### src/dts_pkg.sv
// Shared types, codes and constants of the DFS topological sort block.
`timescale 1ns / 1ps

package dts_pkg;

  localparam int IDX_W            = 6;
  localparam int CMD_W            = 2;
  localparam int S_TDATA_W        = 16;
  localparam int M_TDATA_W        = 8;
  localparam int M_TUSER_W        = 2;
  localparam int DEF_MAX_NODES    = 64;
  localparam int DEF_MAX_CHILDREN = 8;

  typedef enum logic [CMD_W-1:0] {
    CMD_CLEAR  = 2'd0,
    CMD_ENABLE = 2'd1,
    CMD_EDGE   = 2'd2,
    CMD_SORT   = 2'd3
  } cmd_e;

  typedef enum logic [3:0] {
    ST_IDLE,
    ST_EDGE,
    ST_ROOT,
    ST_POP_RD,
    ST_POP_EVAL,
    ST_CNT,
    ST_CHILD,
    ST_EMIT,
    ST_EMIT_RD,
    ST_EMIT_LD,
    ST_EMPTY
  } state_e;

  typedef struct packed {
    logic do_clear;
    logic do_enable;
    logic edge_lookup;
    logic edge_commit;
    logic sort_init;
    logic root_push;
    logic root_next;
    logic stack_rd;
    logic pop_drop;
    logic pop_finish;
    logic visit;
    logic child_first;
    logic child_step;
    logic emit_init;
    logic emit_rd;
    logic out_load;
    logic out_empty;
  } ctl_t;

  typedef struct packed {
    logic root_end;
    logic root_en;
    logic top_done;
    logic top_visited;
    logic sp_one;
    logic cnt_zero;
    logic child_more;
    logic done_zero;
    logic emit_last;
    logic out_free;
  } sts_t;

endpackage

### src/dts_ctrl.sv
// Sequencer for graph loading, the DFS walk and result emission.
`timescale 1ns / 1ps

module dts_ctrl
  import dts_pkg::*;
(
  input  logic clk_i,
  input  logic rst_ni,
  input  logic in_valid_i,
  input  cmd_e in_cmd_i,
  output logic in_ready_o,
  input  sts_t sts_i,
  output ctl_t ctl_o
);

  state_e state_q, state_d;

  always_ff @(posedge clk_i or negedge rst_ni) begin
    if (!rst_ni) begin
      state_q <= ST_IDLE;
    end else begin
      state_q <= state_d;
    end
  end

  always_comb begin
    state_d    = state_q;
    ctl_o      = '0;
    in_ready_o = 1'b0;
    case (state_q)
      ST_IDLE: begin
        in_ready_o = 1'b1;
        if (in_valid_i) begin
          case (in_cmd_i)
            CMD_CLEAR:  ctl_o.do_clear = 1'b1;
            CMD_ENABLE: ctl_o.do_enable = 1'b1;
            CMD_EDGE: begin
              ctl_o.edge_lookup = 1'b1;
              state_d = ST_EDGE;
            end
            CMD_SORT: begin
              ctl_o.sort_init = 1'b1;
              state_d = ST_ROOT;
            end
            default: state_d = ST_IDLE;
          endcase
        end
      end
      ST_EDGE: begin
        ctl_o.edge_commit = 1'b1;
        state_d = ST_IDLE;
      end
      ST_ROOT: begin
        if (sts_i.root_end) begin
          state_d = ST_EMIT;
        end else if (sts_i.root_en) begin
          ctl_o.root_push = 1'b1;
          state_d = ST_POP_RD;
        end else begin
          ctl_o.root_next = 1'b1;
        end
      end
      ST_POP_RD: begin
        ctl_o.stack_rd = 1'b1;
        state_d = ST_POP_EVAL;
      end
      ST_POP_EVAL: begin
        if (sts_i.top_done || sts_i.top_visited) begin
          ctl_o.pop_drop   = sts_i.top_done;
          ctl_o.pop_finish = !sts_i.top_done;
          if (sts_i.sp_one) begin
            ctl_o.root_next = 1'b1;
            state_d = ST_ROOT;
          end else begin
            state_d = ST_POP_RD;
          end
        end else begin
          ctl_o.visit = 1'b1;
          state_d = ST_CNT;
        end
      end
      ST_CNT: begin
        if (sts_i.cnt_zero) begin
          state_d = ST_POP_RD;
        end else begin
          ctl_o.child_first = 1'b1;
          state_d = ST_CHILD;
        end
      end
      ST_CHILD: begin
        ctl_o.child_step = 1'b1;
        if (!sts_i.child_more) begin
          state_d = ST_POP_RD;
        end
      end
      ST_EMIT: begin
        if (sts_i.done_zero) begin
          state_d = ST_EMPTY;
        end else begin
          ctl_o.emit_init = 1'b1;
          state_d = ST_EMIT_RD;
        end
      end
      ST_EMIT_RD: begin
        if (sts_i.out_free) begin
          ctl_o.emit_rd = 1'b1;
          state_d = ST_EMIT_LD;
        end
      end
      ST_EMIT_LD: begin
        ctl_o.out_load = 1'b1;
        state_d = sts_i.emit_last ? ST_IDLE : ST_EMIT_RD;
      end
      ST_EMPTY: begin
        if (sts_i.out_free) begin
          ctl_o.out_empty = 1'b1;
          state_d = ST_IDLE;
        end
      end
      default: state_d = ST_IDLE;
    endcase
  end

endmodule

### config.mk
export PLATFORM = sky130hd
export DESIGN_NAME = dts_ctrl
export DESIGN_NICKNAME = d
export VERILOG_FILES = /design/src/dts_pkg.sv /design/src/dts_ctrl.sv
export SDC_FILE = /design/constraint.sdc
export NUM_CORES = 1
export LEC_CHECK = 0
export ABC_CLOCK_PERIOD_IN_PS = 1850
export BUFFER_PORTS_ARGS = -buffer_cell sky130_fd_sc_hd__buf_2
export CAP_MARGIN = 20
export CORE_MARGIN = 10
export CORE_UTILIZATION = 35
export DETAILED_ROUTE_END_ITERATION = 10
export GPL_ROUTABILITY_DRIVEN = 1
export GPL_TIMING_DRIVEN = 1
export PLACE_DENSITY = 0.72
export SYNTH_ARGS = -nofsm -noshare
export SYNTH_HDL_FRONTEND = slang
export SYNTH_SLANG_ARGS = --single-unit
### constraint.sdc
create_clock -name clk_i -period 1.85 [get_ports clk_i]
set_clock_uncertainty 0.2 [all_clocks]
set_input_delay 0.37 -clock clk_i [delete_from_list [all_inputs] [get_ports clk_i]]
set_output_delay 0.37 -clock clk_i [all_outputs]
set_load 0.005 [all_outputs]
==> flow_summary.toml <==
[finish]
area_delta_synth_final_pct = 111
fin_util_pct = 78.5
instances_no_fill = 139
reg_top3 = "state_q: 4 flops"
nets = 141
drive_gt1_share_pct = 66.9
regMostFlops = "state_q"
largest_register_ffs = 4
final_area_mm2 = 0.00102
num_antenna_cells = 0

[drt]
viasPerCell = 5.38
wl_um = 2280
post_drt_wl_per_cell_um = 16.4
drt_iter0_drc = 8
drc_errors = 0
num_vias = 748
postRouteAntennaNets = 0
dr.pass1.iters = 4

[synthesis]
yosysTopAreaCell = "dfrtp_1"
synthDistinctLibCells = 34
yosys-top-cells-area = "dfrtp_1, nor2_1, nor3_1"
synth-xor-area-share_pct = 0
synthCells = 70
synth_nets = 85
syn_area_um2 = 483
synth_adder_area_share_pct = 0
synth-compound-area-share_pct = 20.2
ys_warn_count = 0
avgSynthCellArea_um2 = 6.90
synth-simple-area-share_pct = 49.7
ys_seq_area_share_pct = 20.7
synth_top_family_by_area = "simple AND/OR/NAND/NOR gates"
ys_ff_latch = 4
synth_top_area_share_pct = 20.7
muxShareOfSynthArea_pct = 2.33

[setup_path]
slowest_stage = "or3_4"
r2r-end = "state_q[0]"
cp_num_cells = 6
slowest_delay_ps = 400
r2r-start = "state_q[3]"
cp_max_fo = 3
reg2reg_slack_ps = -210
path_delay_family = "simple AND/OR/NAND/NOR gates"
crit_arrival_ps = 1600
crit_required_ps = 1280
endpoint = "ctl_o[12]"
reg2reg_depth = 8
worstPathBufferInverterCount = 2
critPathLaunchType = "flip-flop"
crit_chain = "or2_1, or3_4, inv_4, nand2_4, nor2_2, buf_2"
end_kind = "primary output"
crit_type = "reg -> out"
crit_start = "state_q[3]"

[die]
die_area_mm2 = 0.00327
die_x_um = 57.1
io_pins = 33
die_height_um = 57.1
start_util_pct = 37.1
core_mm2 = 0.00130
row_count = 13

[power_and_ir_drop]
ir_drop_v = 0.000864
switchingPower_uw = 659
p_leak_nw = 0.490
sequentialPowerShare_pct = 12.5
pwr-share-clk_pct = 7.0
switching_share_pct = 44.2
power_mw = 1.49
internal_power_uw = 831
p_comb_share_pct = 80.6
power.density_mw_per_mm2 = 1460

[placement]
gp_congestion = 0.911
place_inst = 129
dp_hpwl_um = 1620
post-place-ws_ps = -98.1
place_area_um2 = 769
port_buffers = 32

[grt]
grt-ovfl-total = 0
grt_pass1_vias = 751
grt_max_degree = 10
antenna_found_initial = 0
grtUsageTotal_pct = 11.7
grt_pass1_wl_um = 3250

[clock_tree]
ctsHtreeMaxLevel = 1
clockBufferDepth = 2
clk_pin_slew_ps = 40
cts_num_sinks = 4
cts_tree = "done"
cts_buffers = 3
clk_latency_ps = 230
cts_root_buf = "clkbuf_4"

[timing]
fin_ws_ps = -319
relSlewSlack_pct = 70.6
post-route-min-period_ps = 2170
drv_slew = 0
setup_violations = 18
rsz0062_at_grt = "yes"
timing.fmax_mhz = 461
tns_ps = -3210
worstMarginPinSlew_ps = 441
period_share_pct = 117
finalHoldWorstSlack_ps = 278
hold_viol_final = 0

[flow_run]
max_cap_viol_count = 0

[status]
violations = "setup timing"
outcome = "finished, violations left"

[worst_hold_path]
hold_path_class = "in -> async"
[area by class of cell]
type                    instances  area [um2]
fillers                       103         280
inverters                       3        16.3
multi-input cells              58         482
well taps                      15        18.8
flip-flops and latches          4         103
clock buffers                   3        22.5
repair buffers                 56         379
[how the worst min path moves through the flow]
stage | slack (ps) | start | cells past startpoint | to
after detailed placement | -20 | rst_ni | 1 | state_q[0]
final | 280 | rst_ni | 2 | state_q[1]
after global routing | 280 | rst_ni | 2 | state_q[1]
after global placement | -20 | rst_ni | 1 | state_q[2]
after floorplan | -130 | rst_ni | 0 | state_q[0]
after CTS | 270 | rst_ni | 2 | state_q[0]
[power by group through the flow]
| stage | clock network, mW | logic [mW] | registers [mW] |
|---|---|---|---|
| final | 0.104 | 1.20 | 0.186 |
| after global routing | 0.123 | 1.28 | 0.192 |
| after CTS | 0.109 | 0.990 | 0.183 |
| after detailed placement | 0 | 0.822 | 0.177 |
| after global placement | 0 | 0.802 | 0.177 |
| after floorplan | 0 | 0.477 | 0.157 |
[routing by layer]
| metal | GRT usage [%] | part of all wire [%] | vias up | wire length, um |
|---|---|---|---|---|
| li1 | - | - | 365 | - |
| met1 | 11.6 | 37 | 360 | 839 |
| met2 | 21.6 | 54 | 23 | 1240 |
| met3 | 4.42 | 8.8 | 0 | 200 |
| met4 | 4.03 | 0 | 0 | 0 |
| met5 | 0 | 0 | - | 0 |
[cells in the final DEF, fill, tap and decap left out, types with 3 or more instances in the layout]
cell / instances
buf_4: 15
buf_2: 31
nand2_1: 5
nor2_1: 7
nor3_2: 4
nor2_2: 3
buf_6: 9
clkbuf_4: 3
[cell usage after synthesis, drive strengths merged]
cell type / instances
nand2: 7
nor4: 3
or3b: 1
o21ai: 3
o21bai: 1
and2: 1
nor3: 7
dfrtp: 4
mux2: 1
a211oi: 1
a311o: 1
nand2b: 5
o41ai: 1
a21oi: 1
buf: 3
inv: 3
nor2: 10
or2: 1
o2111a: 1
o2bb2ai: 1
a222oi: 1
nand3b: 1
nand4b: 1
nor4bb: 1
clkbuf: 2
a21boi: 1
nor4b: 1
o22ai: 1
or3: 2
nor3b: 1
nand3: 2
[logic make-up (layout without fill, tap and decap cells)]
group	Yosys count	count (layout)
AOI/OAI and AO/OA	13	13
and+or+nand+nor	44	44
buffers and inverters	8	62
DFF	4	4
muxes	1	1
[timing repair]
action	CTS	global route
setup endpoints to repair	16	21
setup buffers	3	3
hold buffers	1	0
pin swaps	7	7
hold endpoints to repair	4	0
resized for setup	16	23
gates cloned	0	0
No activity file was read; power rests on OpenSTA's default activity.
